**config.mk**
```make
export PLATFORM = sky130hd
export DESIGN_NAME = monotonic_remote_timestamp_extrapolator_core
export DESIGN_NICKNAME = d
export VERILOG_FILES = /design/src/rtl/mrte_pkg.sv /design/src/rtl/mrte_in_stage.sv /design/src/rtl/mrte_engine.sv /design/src/rtl/mrte_out_stage.sv /design/src/rtl/monotonic_remote_timestamp_extrapolator_core.sv
export VERILOG_INCLUDE_DIRS = /design/src /design/src/rtl
export SDC_FILE = /design/constraint.sdc
export NUM_CORES = 1
export LEC_CHECK = 0
export BUFFER_PORTS_ARGS = -buffer_cell sky130_fd_sc_hd__clkbuf_2
export CORE_AREA = 8 8 273 275
export DETAILED_ROUTE_END_ITERATION = 10
export DIE_AREA = 0 0 281 283
export HOLD_SLACK_MARGIN = 0.06
export PLACE_DENSITY = 0.56
export SLEW_MARGIN = 20
export SYNTH_ARGS = -nofsm -noshare
export SYNTH_HDL_FRONTEND = slang
export SYNTH_SLANG_ARGS = --single-unit
```
**constraint.sdc**
```tcl
create_clock -name i_clk -period 10.3 [get_ports i_clk]
set_clock_uncertainty 0.2 [all_clocks]
set_input_delay 2.06 -clock i_clk [delete_from_list [all_inputs] [get_ports i_clk]]
set_output_delay 2.06 -clock i_clk [all_outputs]
set_load 0.05 [all_outputs]
```
**src/rtl/monotonic_remote_timestamp_extrapolator_core_defines.svh**
```systemverilog
// ----------------------------------------------------------------------------
// Monotonic remote timestamp extrapolator - assertion macros
// Shared concurrent assertion forms, clocked on i_clk, disabled in reset.
// ----------------------------------------------------------------------------
`ifndef MONOTONIC_REMOTE_TIMESTAMP_EXTRAPOLATOR_CORE_DEFINES_SVH
`define MONOTONIC_REMOTE_TIMESTAMP_EXTRAPOLATOR_CORE_DEFINES_SVH

// same-cycle implication
`define MRTE_ASSERT_NOW(lbl, ante, cons) \
    lbl: assert property (@(posedge i_clk) disable iff (!i_rst_n) (ante) |-> (cons)) \
        else $error("mrte assertion failed");

// next-cycle implication
`define MRTE_ASSERT_NEXT(lbl, ante, cons) \
    lbl: assert property (@(posedge i_clk) disable iff (!i_rst_n) (ante) |=> (cons)) \
        else $error("mrte assertion failed");

`endif

```
**src/rtl/mrte_pkg.sv**
```systemverilog
// ----------------------------------------------------------------------------
// mrte_pkg
// Types and constants shared by the timestamp extrapolator modules.
// ----------------------------------------------------------------------------
`default_nettype none

package mrte_pkg;

    localparam int STAMP_W = 64;
    localparam int AGE_W   = 32;
    localparam int OP_W    = 2;

    localparam logic [AGE_W-1:0] MAX_AGE_RESET = 32'd500000;

    localparam logic [OP_W-1:0] OP_UPDATE = 2'd0;
    localparam logic [OP_W-1:0] OP_QUERY  = 2'd1;
    localparam logic [OP_W-1:0] OP_CLEAR  = 2'd2;

    typedef struct packed {
        logic [OP_W-1:0]    opcode;
        logic               source_is_dds;
        logic [STAMP_W-1:0] remote_stamp_us;
        logic [STAMP_W-1:0] local_time_us;
    } t_item;

    typedef struct packed {
        logic               ok;
        logic [STAMP_W-1:0] timestamp_us;
    } t_result;

    typedef struct packed {
        logic               last_valid;
        logic [STAMP_W-1:0] last_issued_us;
    } t_hist;

endpackage

`default_nettype wire

```
**src/rtl/mrte_in_stage.sv**
```systemverilog
// ----------------------------------------------------------------------------
// mrte_in_stage
// Input register: captures one item per transfer and holds it until the
// result stage can take its result.
// ----------------------------------------------------------------------------
`default_nettype none

module mrte_in_stage (
    input  wire logic           i_clk,
    input  wire logic           i_rst_n,
    input  wire logic           i_valid,
    input  wire mrte_pkg::t_item i_item,
    input  wire logic           i_advance,
    output logic                o_ready,
    output logic                o_fire,
    output mrte_pkg::t_item     o_item
);
    import mrte_pkg::*;

    logic  r_valid;
    t_item r_item;

    assign o_ready = !r_valid || i_advance;
    assign o_fire  = r_valid && i_advance;
    assign o_item  = r_item;

    always_ff @(posedge i_clk) begin
        if (!i_rst_n) begin
            r_valid <= 1'b0;
        end else if (o_ready) begin
            r_valid <= i_valid;
        end
    end

    always_ff @(posedge i_clk) begin
        if (o_ready && i_valid) begin
            r_item <= i_item;
        end
    end

endmodule

`default_nettype wire

```
**src/rtl/mrte_engine.sv**
```systemverilog
// ----------------------------------------------------------------------------
// mrte_engine
// Anchor and issue-history state with the single-pass update, query and
// clear logic. Also holds the age limit register.
// ----------------------------------------------------------------------------
`default_nettype none

module mrte_engine (
    input  wire logic                            i_clk,
    input  wire logic                            i_rst_n,
    input  wire logic                            i_cfg_we,
    input  wire logic [mrte_pkg::AGE_W-1:0]      i_cfg_data,
    input  wire logic                            i_fire,
    input  wire mrte_pkg::t_item                 i_item,
    output mrte_pkg::t_result                    o_result,
    output mrte_pkg::t_hist                      o_hist
);
    import mrte_pkg::*;

    logic [AGE_W-1:0]   r_max_age;
    logic               r_anchor_valid;
    logic [STAMP_W-1:0] r_anchor_remote;
    logic [STAMP_W-1:0] r_anchor_local;
    logic               r_last_valid;
    logic [STAMP_W-1:0] r_last_issued;

    logic               n_anchor_valid;
    logic [STAMP_W-1:0] n_anchor_remote;
    logic [STAMP_W-1:0] n_anchor_local;
    logic               n_last_valid;
    logic [STAMP_W-1:0] n_last_issued;

    logic [STAMP_W:0]   elapsed;
    logic [STAMP_W:0]   sum;
    logic [STAMP_W-1:0] last_inc;
    logic               behind;
    logic               too_old;
    logic               need_bump;
    logic               q_ok;
    logic [STAMP_W-1:0] q_ts;
    logic               u_ok;

    always_comb begin
        elapsed   = {1'b0, i_item.local_time_us} - {1'b0, r_anchor_local};
        behind    = elapsed[STAMP_W];
        too_old   = (elapsed[STAMP_W-1:AGE_W] != '0) || (elapsed[AGE_W-1:0] > r_max_age);
        sum       = {1'b0, r_anchor_remote} + {{(STAMP_W-AGE_W+1){1'b0}}, elapsed[AGE_W-1:0]};
        last_inc  = r_last_issued + {{(STAMP_W-1){1'b0}}, 1'b1};
        need_bump = r_last_valid && (sum[STAMP_W-1:0] <= r_last_issued);
        q_ok      = (r_max_age != '0) && r_anchor_valid && !behind && !too_old
                    && !sum[STAMP_W] && !(need_bump && (&r_last_issued));
        q_ts      = need_bump ? last_inc : sum[STAMP_W-1:0];
        u_ok      = i_item.source_is_dds && (i_item.remote_stamp_us != '0)
                    && (!r_anchor_valid || (i_item.remote_stamp_us > r_anchor_remote));

        n_anchor_valid  = r_anchor_valid;
        n_anchor_remote = r_anchor_remote;
        n_anchor_local  = r_anchor_local;
        n_last_valid    = r_last_valid;
        n_last_issued   = r_last_issued;
        o_result        = '0;

        unique case (i_item.opcode)
            OP_UPDATE: begin
                o_result.ok = u_ok;
                if (u_ok) begin
                    n_anchor_valid  = 1'b1;
                    n_anchor_remote = i_item.remote_stamp_us;
                    n_anchor_local  = i_item.local_time_us;
                end
            end
            OP_QUERY: begin
                o_result.ok = q_ok;
                if (q_ok) begin
                    o_result.timestamp_us = q_ts;
                    n_last_valid          = 1'b1;
                    n_last_issued         = q_ts;
                end
            end
            OP_CLEAR: begin
                n_anchor_valid  = 1'b0;
                n_anchor_remote = '0;
                n_anchor_local  = '0;
                n_last_valid    = 1'b0;
                n_last_issued   = '0;
            end
            default: begin
            end
        endcase
    end

    assign o_hist.last_valid     = r_last_valid;
    assign o_hist.last_issued_us = r_last_issued;

    always_ff @(posedge i_clk) begin
        if (!i_rst_n) begin
            r_max_age      <= MAX_AGE_RESET;
            r_anchor_valid <= 1'b0;
            r_last_valid   <= 1'b0;
        end else begin
            if (i_cfg_we) begin
                r_max_age <= i_cfg_data;
            end
            if (i_fire) begin
                r_anchor_valid <= n_anchor_valid;
                r_last_valid   <= n_last_valid;
            end
        end
    end

    always_ff @(posedge i_clk) begin
        if (i_fire) begin
            r_anchor_remote <= n_anchor_remote;
            r_anchor_local  <= n_anchor_local;
            r_last_issued   <= n_last_issued;
        end
    end

endmodule

`default_nettype wire

```
**src/rtl/mrte_out_stage.sv**
```systemverilog
// ----------------------------------------------------------------------------
// mrte_out_stage
// Result register: holds one result until the receiver takes it.
// ----------------------------------------------------------------------------
`default_nettype none

module mrte_out_stage (
    input  wire logic              i_clk,
    input  wire logic              i_rst_n,
    input  wire logic              i_load,
    input  wire mrte_pkg::t_result i_result,
    input  wire logic              i_ready,
    output logic                   o_advance,
    output logic                   o_valid,
    output mrte_pkg::t_result      o_result
);
    import mrte_pkg::*;

    logic    r_valid;
    t_result r_result;

    assign o_advance = !r_valid || i_ready;
    assign o_valid   = r_valid;
    assign o_result  = r_result;

    always_ff @(posedge i_clk) begin
        if (!i_rst_n) begin
            r_valid <= 1'b0;
        end else if (o_advance) begin
            r_valid <= i_load;
        end
    end

    always_ff @(posedge i_clk) begin
        if (o_advance && i_load) begin
            r_result <= i_result;
        end
    end

endmodule

`default_nettype wire

```
**src/rtl/monotonic_remote_timestamp_extrapolator_core.sv**
```systemverilog
// ----------------------------------------------------------------------------
// monotonic_remote_timestamp_extrapolator_core
// Keeps a remote-clock anchor and issues strictly rising remote timestamps
// extrapolated from local time.
// ----------------------------------------------------------------------------
// Usage:
//   Input channel i_in_valid / o_in_ready carries one operation per transfer:
//   anchor update, timestamp query or clear. Output channel o_out_valid /
//   i_out_ready returns exactly one result (o_ok, o_timestamp_us) per item,
//   in order.
//   Each item passes through the input register and then the result
//   register. Throughput: one item per cycle when the output is not stalled;
//   the input register and the result register each hold one item, and all
//   64-bit subtract, add and compare work for an item sits between them.
//   i_cfg_we writes the age limit i_cfg_data in the same edge; write it only
//   while no item is in flight.
//   Reset (synchronous, active low) empties both registers, drops the anchor
//   and the issue history and sets the age limit to 500000 us.
//   Receiver stall: the result register holds; one more item may wait in the
//   input register, then o_in_ready drops until the result is taken.
// ----------------------------------------------------------------------------
`default_nettype none

`include "monotonic_remote_timestamp_extrapolator_core_defines.svh"

module monotonic_remote_timestamp_extrapolator_core (
    input  wire logic                          i_clk,
    input  wire logic                          i_rst_n,
    input  wire logic                          i_cfg_we,
    input  wire logic [mrte_pkg::AGE_W-1:0]    i_cfg_data,
    input  wire logic                          i_in_valid,
    output logic                               o_in_ready,
    input  wire logic [mrte_pkg::OP_W-1:0]     i_opcode,
    input  wire logic                          i_source_is_dds,
    input  wire logic [mrte_pkg::STAMP_W-1:0]  i_remote_stamp_us,
    input  wire logic [mrte_pkg::STAMP_W-1:0]  i_local_time_us,
    output logic                               o_out_valid,
    input  wire logic                          i_out_ready,
    output logic                               o_ok,
    output logic [mrte_pkg::STAMP_W-1:0]       o_timestamp_us
);
    import mrte_pkg::*;

    t_item   in_item;
    t_item   stage_item;
    t_result eng_result;
    t_result out_result;
    t_hist   hist;
    logic    advance;
    logic    fire;

    assign in_item.opcode          = i_opcode;
    assign in_item.source_is_dds   = i_source_is_dds;
    assign in_item.remote_stamp_us = i_remote_stamp_us;
    assign in_item.local_time_us   = i_local_time_us;

    mrte_in_stage u_in_stage (
        .i_clk     (i_clk),
        .i_rst_n   (i_rst_n),
        .i_valid   (i_in_valid),
        .i_item    (in_item),
        .i_advance (advance),
        .o_ready   (o_in_ready),
        .o_fire    (fire),
        .o_item    (stage_item)
    );

    mrte_engine u_engine (
        .i_clk      (i_clk),
        .i_rst_n    (i_rst_n),
        .i_cfg_we   (i_cfg_we),
        .i_cfg_data (i_cfg_data),
        .i_fire     (fire),
        .i_item     (stage_item),
        .o_result   (eng_result),
        .o_hist     (hist)
    );

    mrte_out_stage u_out_stage (
        .i_clk     (i_clk),
        .i_rst_n   (i_rst_n),
        .i_load    (fire),
        .i_result  (eng_result),
        .i_ready   (i_out_ready),
        .o_advance (advance),
        .o_valid   (o_out_valid),
        .o_result  (out_result)
    );

    assign o_ok           = out_result.ok;
    assign o_timestamp_us = out_result.timestamp_us;

    `MRTE_ASSERT_NOW(a_refused_zero, o_out_valid && !o_ok, o_timestamp_us == '0)
    `MRTE_ASSERT_NOW(a_full_blocks, o_out_valid && !i_out_ready && !fire && !o_in_ready,
        !advance)
    `MRTE_ASSERT_NOW(a_monotonic,
        fire && (stage_item.opcode == OP_QUERY) && eng_result.ok && hist.last_valid,
        eng_result.timestamp_us > hist.last_issued_us)
    `MRTE_ASSERT_NEXT(a_history_tracks,
        fire && (stage_item.opcode == OP_QUERY) && eng_result.ok,
        hist.last_valid && (hist.last_issued_us == $past(eng_result.timestamp_us)))

endmodule

`default_nettype wire

```
Yosys cells after proc, flatten, opt, wreduce, memory -nomap -nowiden. Cells that the tools add are included.

Bits in registers: 424. Latch bits: 0. Memory bits (writable): 0. ROM bits: 0. Input bits: 168. Output and inout port bits: 67. Logic and storage cells: 69. Memories kept: 0.

$add $sub $neg: 3. $mul: 0. Divide/modulo/power cells: 0. Order comparisons: 3. Equal/unequal tests: 4. Shift operators: 0. Multiplexer cells: 12. Bitwise logic cells: 0. Reductions and logical operators: 33.

Operators with widths (number): $pmux 64 s2 (3); $mux 64 (4); $add 64x32->65 (1); $sub 64x64->65 (1); $add 64x1->64 const B (1); $gt 64x64->1 (1); $le 64x64->1 (1); $reduce_and 64->1 (1); $reduce_bool 32->1 (2); $reduce_bool 64->1 (1); $gt 32x32->1 (1); $logic_and 1x1->1 (12); $logic_not 1->1 (7); $pmux 1 s2 (3); $reduce_and 3->1 (2); $logic_or 1x1->1 (4); $ne 2x1->1 const B (2); $reduce_bool 2->1 (2); $eq 2x1->1 const B (1); $eq 2x2->1 const B (1); $logic_not 2->1 (1); $mux 1 (2); $reduce_and 2->1 (1).

Longest topological paths before layout. Gate-level depths: netlist of the first run.

Depth in word-level cells: 9. Depth in mapped cells: 36. Depth with buffers taken out: 33.

By module. A second synthesis of the first run with hierarchy kept.

Cell total of the unflattened synthesis: 2778. Area total of the unflattened synthesis: 27513.9 um^2.

By module, submodules not included: mrte_engine (instances 1, cells an instance 2571, area an instance 21505.6 um^2, sequential area each 6446.2 um^2); mrte_in_stage (instances 1, cells an instance 137, area an instance 3998.8 um^2, sequential area each 3953.8 um^2); mrte_out_stage (instances 1, cells an instance 70, area an instance 2009.4 um^2, sequential area each 1971.9 um^2).

Worst setup path before layout of the first run. No wires, ideal clock.

Kind: register -> register. Start point: reg u_in_stage.r_item, in the netlist u_in_stage.o_item[10]. End point: reg u_engine.r_last_issued[0] (enable). Setup time: 507 ps. Data arrival time: 9895 ps. Required time: 9593 ps. Slack: -302 ps. Stages on the path, launching flop included: 33. Buffers on the path: 3. Period minus slack after synthesis: 10602 ps. Cell sequence: edfxtp_1 -> ha_1 -> clkbuf_1 -> nand4_1 -> a2111oi_0 -> nor3b_1 -> o21a_1 -> o21ai_0 -> xor2_1 -> ha_1 -> clkbuf_1 -> nand2_1 -> nor2_1 -> nand3_1 -> o31ai_1 -> a211oi_1 -> nor2_1 -> nand2_1 -> nor3_1 -> xnor2_1 -> ha_1 -> nand4_1 -> nor4_1 -> and4_1 -> and4_1 -> nand2b_1 -> o22a_1 -> a41o_1 -> nor4b_2 -> nand4_1 -> or4_4 -> buf_2 -> a21oi_1.

Longest elaborated chain between the ends: 9. Elaborated cells on any way between the ends: 18. Classes of those cells: add/sub: 2; order compare: 2; eq/ne: 1; reduce/logical: 13.

Ends and longest elaborated chain: start: declaration (RTL line mrte_in_stage.sv:21) `t_item r_item;`; start signal: assignment (RTL line mrte_in_stage.sv:37) `r_item <= i_item;`; $sub 64x64->65 * (RTL line mrte_engine.sv:44) `elapsed = {1'b0, i_item.local_time_us} - {1'b0, r_anchor_local};`; $add 64x32->65, or another cell as far along (RTL line mrte_engine.sv:47) `sum = {1'b0, r_anchor_remote} + {{(STAMP_W-AGE_W+1){1'b0}}, elapsed[AGE_W-1:0]};`; $le 64x64->1 / $logic_or 1x1->1 (equally long branches) (RTL line mrte_engine.sv:49, mrte_engine.sv:46); $logic_and 1x1->1 / $logic_not 1->1 (equally long branches) (RTL line mrte_engine.sv:49, mrte_engine.sv:50); $logic_and 1x1->1 (on tied branches) (RTL line mrte_engine.sv:51, mrte_engine.sv:50); $logic_not 1->1 / $logic_and 1x1->1 (equally long branches) (RTL line mrte_engine.sv:51) `&& !sum[STAMP_W] && !(need_bump && (&r_last_issued));`; $logic_and 1x1->1 * (RTL line mrte_engine.sv:51); $ne 2x1->1 (no source line) *; $reduce_and 3->1 (no source line) *; end signal: assignment (RTL line mrte_engine.sv:115) `r_last_issued <= n_last_issued;`; end: declaration (RTL line mrte_engine.sv:25) `logic [STAMP_W-1:0] r_last_issued;`.

Every way passes the cells marked *; elsewhere a longest branch is shown, timed or not. A chain may end at the register's enable or synchronous reset.

Worst setup path in the final report of the first run.
Start point: reg u_engine.r_anchor_local[1]. End point: reg u_out_stage.r_result, in the netlist u_out_stage.o_result[43], data pin.

Longest elaborated chain between the ends: 8. Elaborated cells on any way between the ends: 18. Classes of those cells: add/sub: 2; order compare: 2; mux: 1; reduce/logical: 13.

Ends and longest elaborated chain: start: declaration (RTL line mrte_engine.sv:23) `logic [STAMP_W-1:0] r_anchor_local;`; start signal: assignment (RTL line mrte_engine.sv:114) `r_anchor_local <= n_anchor_local;`; $sub 64x64->65 * (RTL line mrte_engine.sv:44); $add 64x32->65, or another cell as far along (RTL line mrte_engine.sv:47); $le 64x64->1 / $logic_or 1x1->1 (equally long branches) (RTL line mrte_engine.sv:49, mrte_engine.sv:46); $logic_and 1x1->1 / $logic_not 1->1 (equally long branches) (RTL line mrte_engine.sv:49, mrte_engine.sv:50); $logic_and 1x1->1 (on tied branches) (RTL line mrte_engine.sv:51, mrte_engine.sv:50); $logic_not 1->1 / $logic_and 1x1->1 (equally long branches) (RTL line mrte_engine.sv:51); $logic_and 1x1->1 (RTL line mrte_engine.sv:51); $reduce_and 2->1 (no source line); end signal: assignment (RTL line mrte_out_stage.sv:36) `r_result <= i_result;`; end: declaration (RTL line mrte_out_stage.sv:20) `t_result r_result;`.

Marks and branches as above.

==> impl_metrics.csv, run 1 <==
group,metric,value,unit
outcome,status,"finished, final reports clean",
cells_and_area,final_common_cell,"edfxtp_1",
timing,max_freq,103,MHz
synthesis,syn_area_per_cell,9.89,sq um
floorplan,rows,98,
routing,dr.pass1.iters,6,
routing,routedWlPerCell,22.5,um
floorplan,start_util,0.395,
cells_and_area,antenna_cells,0,
place,port_buffers,234,
place,hpwl,73100,um
cts,cts_tree,"yes",
synthesis,synth_nets,3243,
critical_path,slowest_delay,0.63,ns
cts,clk_latency,0.60,ns
synthesis,synth_cells,2816,
floorplan,core_area,70500,sq um
routing,drt_wl_total,90500,um
routing,remaining_drc_errors,0,
cells_and_area,layout_common_cells,"edfxtp_1, inv_1, ha_1",
floorplan,dieWidth,281,um
timing,fin_tns_setup,0,ns
critical_path,cp_common_cell,"ha_1",
cts,h-tree-depth,2,
cts,cts_sinks,424,
cts,ctsHoldBuffers,0,
power,p_total,0.00489,W
global_routing,grt_max_degree,83,
synthesis,ys_seq_area_frac,0.444,
cts,ctsLongestPathBuffers,3,
critical_path,crit_family,"simple AND/OR/NAND/NOR gates",
power,leakage,12.6,nW
global_routing,grt.total_usage,0.221,
critical_path,slowest_stage,"a2111oi_2",
synthesis,ys_ff_latch,424,
synthesis,async_reset_ff_frac,0,
place,place_congestion,1.00,
floorplan,die_h,283,um
global_routing,gr-total-overflow,0,
synthesis,yosysWarnings,0,
synthesis,ys_types,76,
timing,hold_slack,0.325,ns
routing,vias,22178,
min_path,min_path_type,"reg2reg",
timing,worst_slew_pin_slew,1.06,ns
global_routing,grt_pass1_vias,22025,
global_routing,grt_pass1_wl,135000,um
timing,rsz0062_at_grt,"false",
routing,via_per_inst,5.52,
critical_path,cp-end-kind,"flip-flop",
cells_and_area,drive_gt1_frac,0.129,
synthesis,synthFlopType,"edfxtp_1",
timing,slew-limit-headroom,0.290,
timing,setup_viol,0,
timing,finalHoldViolCount,0,
synthesis,syn_area,27800,sq um
timing,min_period_over_period,0.945,
critical_path,crit_required,10.50,ns
cts,cts_root_buffer,"clkbuf_16",
timing,slew_viol_final,0,
run,drv_cap,0,
global_routing,antenna_found_initial,4,
floorplan,io_pins,235,
timing,layout_min_cycle_time,9.74,ns
cells_and_area,areaGrowthSynthToFinish,13.6,%
power,vdd_ir_drop_max,0.000115,V
synthesis,synth-edff-count,388,
cells_and_area,finalNetCount,3457,
cts,clk_pin_slew,0.06,ns
cts,cts_made_buffers,48,
power,p_per_area,155,nW/um^2
critical_path,path_buf_inv,3,
routing,drtIter0Drc,1935,
critical_path,worst_ep_arrival_time,9.94,ns
critical_path,worstSetupPathType,"reg2reg",
floorplan,dieArea,79500,sq um
routing,detail-route-antenna-nets,0,
critical_path,crit_fanout,37,
critical_path,start_kind,"flip-flop",
cells_and_area,post-route-util,0.449,
==> timing repair <==
item / in CTS / in global routing
resized for setup: 0 / 3
setup buffers: 0 / 0
endpoints found under the setup margin: 0 / 86
hold endpoints to repair: 0 / 0
==> cells by family after synthesis <==
kind of cell	share of synthesized area
DFF	0.444
and+or+nand+nor	0.194
AOI/OAI and AO/OA	0.126
buffers and inverters	0.0504
adders and majority gates	0.117
muxes	0.0152
xor gates and xnor gates	0.0525
==> Yosys cell counts (13+ instances only) <==
library cell,number,share of area
a211oi_1,16,0.0043
a21o_1,61,0.016
a21oi_1,175,0.031
and2_1,143,0.032
and3_1,18,0.0040
and4_1,17,0.0053
clkbuf_1,78,0.011
dfxtp_1,36,0.026
edfxtp_1,388,0.42
ha_1,257,0.12
inv_1,259,0.035
mux2i_1,40,0.014
nand2_1,215,0.029
nand2b_1,14,0.0031
nand3_1,66,0.012
nand4_1,91,0.020
nor2_1,206,0.028
nor2_4,39,0.016
nor2b_1,47,0.011
nor3_1,62,0.011
nor4_1,46,0.010
o211ai_1,31,0.0084
o21a_1,16,0.0043
o21ai_0,143,0.026
or3_1,13,0.0029
xnor2_1,137,0.043
xor2_1,30,0.0094
==> report_power, final <==
part           total (W)  internal, W  switching [W]
registers        0.00203      0.00197      0.0000541
logic            0.00108     0.000373       0.000706
clock network    0.00178      0.00105       0.000731
total            0.00489      0.00340        0.00149
==> sequential cells by signal, summed over array words and instances, names as in the netlist <==
register,count
u_engine.r_anchor_local,64
u_engine.r_anchor_remote,64
u_engine.r_anchor_valid,1
u_engine.r_last_issued,64
u_engine.r_last_valid,1
u_engine.r_max_age,32
u_in_stage.o_item,131
u_in_stage.r_valid,1
u_out_stage.o_result,65
u_out_stage.o_valid,1
==> through the flow <==
step	instance area [sq um]	worst slack [ns]	cells
final	31600	0.563	4015
after global routing	31600	0.0272	4015
after CTS	31600	0.261	4014
after detailed placement	30000	0.286	3929
after global placement	30000	0.543	3929
after floorplan	27800	1.14	2816
==> metal layers <==
layer | wire [um] | vias to the layer above | share of wire | GRT usage
li1 | - | 10629 | - | -
met1 | 37300 | 10648 | 0.41 | 0.279
met2 | 43800 | 741 | 0.48 | 0.376
met3 | 5730 | 158 | 0.063 | 0.0340
met4 | 3720 | 2 | 0.041 | 0.0848
met5 | 13 | - | 0.00014 | 0
==> cell type report <==
cell class	instances	area, sq um
Tap cell	950	1190
Inverter	259	972
Timing Repair Buffer	257	1380
Clock inverter	28	330
Sequential cell	424	12400
Fill cell	6793	38900
Multi-Input combinational cell	2040	14100
Clock buffer	57	1270
==> path summary, 6_finish.rpt <==
check	depth (start not counted)	start	to	slack [ns]
setup reg to reg	32	u_engine.r_anchor_local[1]	u_out_stage.o_result[43]	0.56
hold / removal	1	u_in_stage.r_valid	u_out_stage.o_valid	0.32
hold reg to reg	1	u_in_stage.r_valid	u_out_stage.o_valid	0.32
setup / recovery	32	u_engine.r_anchor_local[1]	u_out_stage.o_result[43]	0.56
Power figures use the tool's default switching activity.
==> inputs of run 2 (changes only) <==
- GPL_TIMING_DRIVEN: unset -> 0
==> run 2 against run 1 <==
  * Clock-buffer cell count grew 6
  * Highest routed layer is now met4
  * Wire length shrank 1.4%
  * Combinational power is essentially flat
  * Critical path type unchanged
  * Die area is the same
  * Clock power shrank 5%
  * Final cell count grew 2.1%
  * Register-to-register slack lost 0.24 ns
  * Flip-flop and latch count is the same
==> impl_metrics.csv, run 2 (same netlist as run 1, synthesis figures left out) <==
group,metric,value,unit
outcome,status,"finished, final reports clean",
global_routing,gr-total-overflow,0,
timing,slew_viol_final,0,
cells_and_area,fillers,6718,
min_path,hold_path_depth,2,
floorplan,dieWidth,281,um
floorplan,io_pins,235,
timing,setup_viol,0,
cells_and_area,largest_reg_flops,131,
critical_path,worst_ep_arrival_time,10.07,ns
place,place_congestion,0.934,
routing,drtIter0Drc,1496,
cts,cts_tree,"yes",
cts,cts_sinks,424,
global_routing,grt.total_usage,0.218,
routing,via_per_inst,5.40,
routing,dr.pass1.iters,6,
cts,clk_latency,0.62,ns
floorplan,core_area,70500,sq um
timing,worst_slew_pin_slew,1.11,ns
critical_path,crit_required,10.39,ns
floorplan,start_util,0.395,
critical_path,critical_path_depth,33,
critical_path,start_kind,"flip-flop",
global_routing,grt_max_degree,61,
floorplan,die_h,283,um
cells_and_area,finalNetCount,3537,
critical_path,slowest_delay,0.66,ns
cells_and_area,areaGrowthSynthToFinish,15.5,%
critical_path,worstSetupPathType,"reg2reg",
power,vdd_ir_drop_max,0.000117,V
cts,clk_pin_slew,0.06,ns
critical_path,cp-end-kind,"flip-flop",
routing,vias,22132,
min_path,min_path_type,"reg2reg",
timing,layout_min_cycle_time,9.98,ns
critical_path,path_buf_inv,5,
floorplan,rows,98,
global_routing,grt_pass1_vias,22275,
critical_path,crit_family,"simple AND/OR/NAND/NOR gates",
cts,ctsHoldBuffers,0,
timing,slew-limit-headroom,0.262,
power,leakage,12.7,nW
floorplan,dieArea,79500,sq um
power,p_per_area,149,nW/um^2
routing,remaining_drc_errors,0,
routing,routedWlPerCell,21.8,um
critical_path,reg2reg_depth,33,
timing,max_freq,100,MHz
critical_path,slowest_stage,"xor2_1",
cts,h-tree-depth,2,
routing,detail-route-antenna-nets,0,
routing,drt_wl_total,89300,um
cts,cts_made_buffers,48,
cells_and_area,drive_gt1_frac,0.132,
global_routing,grt_pass1_wl,134000,um
place,port_buffers,232,
cts,ctsLongestPathBuffers,3,
cells_and_area,layout_common_cells,"edfxtp_1, inv_1, ha_1",
power,p_total,0.00480,W
place,hpwl,73800,um
global_routing,antenna_found_initial,0,
cells_and_area,post-route-util,0.456,
timing,min_period_over_period,0.969,
timing,finalHoldViolCount,0,
cells_and_area,final_common_cell,"edfxtp_1",
cts,cts_root_buffer,"clkbuf_16",
critical_path,crit_fanout,20,
run,drv_cap,0,
timing,fin_tns_setup,0,ns
run 2: cell count changes in the layout (fill, tap and decap cells not counted), moves of 5 or more:
cell,change
bufinv_16,-5
clkbuf_1,+76
xnor2_2,+5
buf_2,+7
buf_4,-16
xnor2_1,-5
buf_16,+7
run 2: repair_timing:
action	in CTS	in global routing
resized for setup	16	8
buffers inserted	4	1
pin swaps	2	1
setup endpoints to repair	194	80
run 2: layer usage:
layer	up-vias	GRT usage	part of all wire
met1	10577	0.272	0.43
met3	154	0.0289	0.045
li1	10787	-	-
met4	0	0.0937	0.047
met5	-	0	0
met2	614	0.374	0.48
run 2: worst reg2reg max path: cells and delay by family (launching register included):
kind | cells | cell delay (ns)
adders and majority gates | 4 | 1.19
DFF | 1 | 0.32
xor gates and xnor gates | 2 | 1.03
AOI/OAI and AO/OA | 8 | 2.59
buffers and inverters | 5 | 0.96
and+or+nand+nor | 14 | 3.35
run 2: worst paths after layout:
| kind | start | endpoint | slack, ns |
|---|---|---|---|
| worst max-delay path | u_in_stage.o_item[0] | u_engine.r_last_issued[3] | 0.32 |
| worst min-delay path | u_engine.r_max_age[5] | u_engine.r_max_age[5] | 0.34 |
| worst max register to register | u_in_stage.o_item[0] | u_engine.r_last_issued[3] | 0.32 |
| worst min register to register | u_engine.r_max_age[5] | u_engine.r_max_age[5] | 0.34 |
run 2: power by group:
group	switching [W]	internal (W)	leakage [nW]
Combinational	0.000702	0.000381	8.06
Sequential	0.0000565	0.00197	3.94
Clock	0.000731	0.000959	0.745
Total	0.00149	0.00331	12.7
run 2: cell type report:
cell class	count	area (sq um)	area share
multi-input combinational	2040	14200	0.442
sequential	424	12400	0.385
timing repair buffer	245	1420	0.0443
clock buffer	63	1320	0.0410
tap	950	1190	0.0370
inverter	259	975	0.0303
buffer	92	432	0.0134
clock inverter	24	223	0.00693
antenna	1	2.50	0.0000779
run 2: through the flow:
stage | std cells | cell area (sq um) | setup slack, ns | hold slack (ns)
2_1_floorplan | 2816 | 27800 | 1.14 | 0.265
3_3_place_gp | 3998 | 30200 | -3.31 | 0.304
3_5_place_dp | 4006 | 30400 | -1.44 | 0.323
4_1_cts | 4097 | 32100 | 0.0918 | 0.334
5_1_grt | 4097 | 32100 | -0.00840 | 0.368
6_report | 4098 | 32100 | 0.321 | 0.339
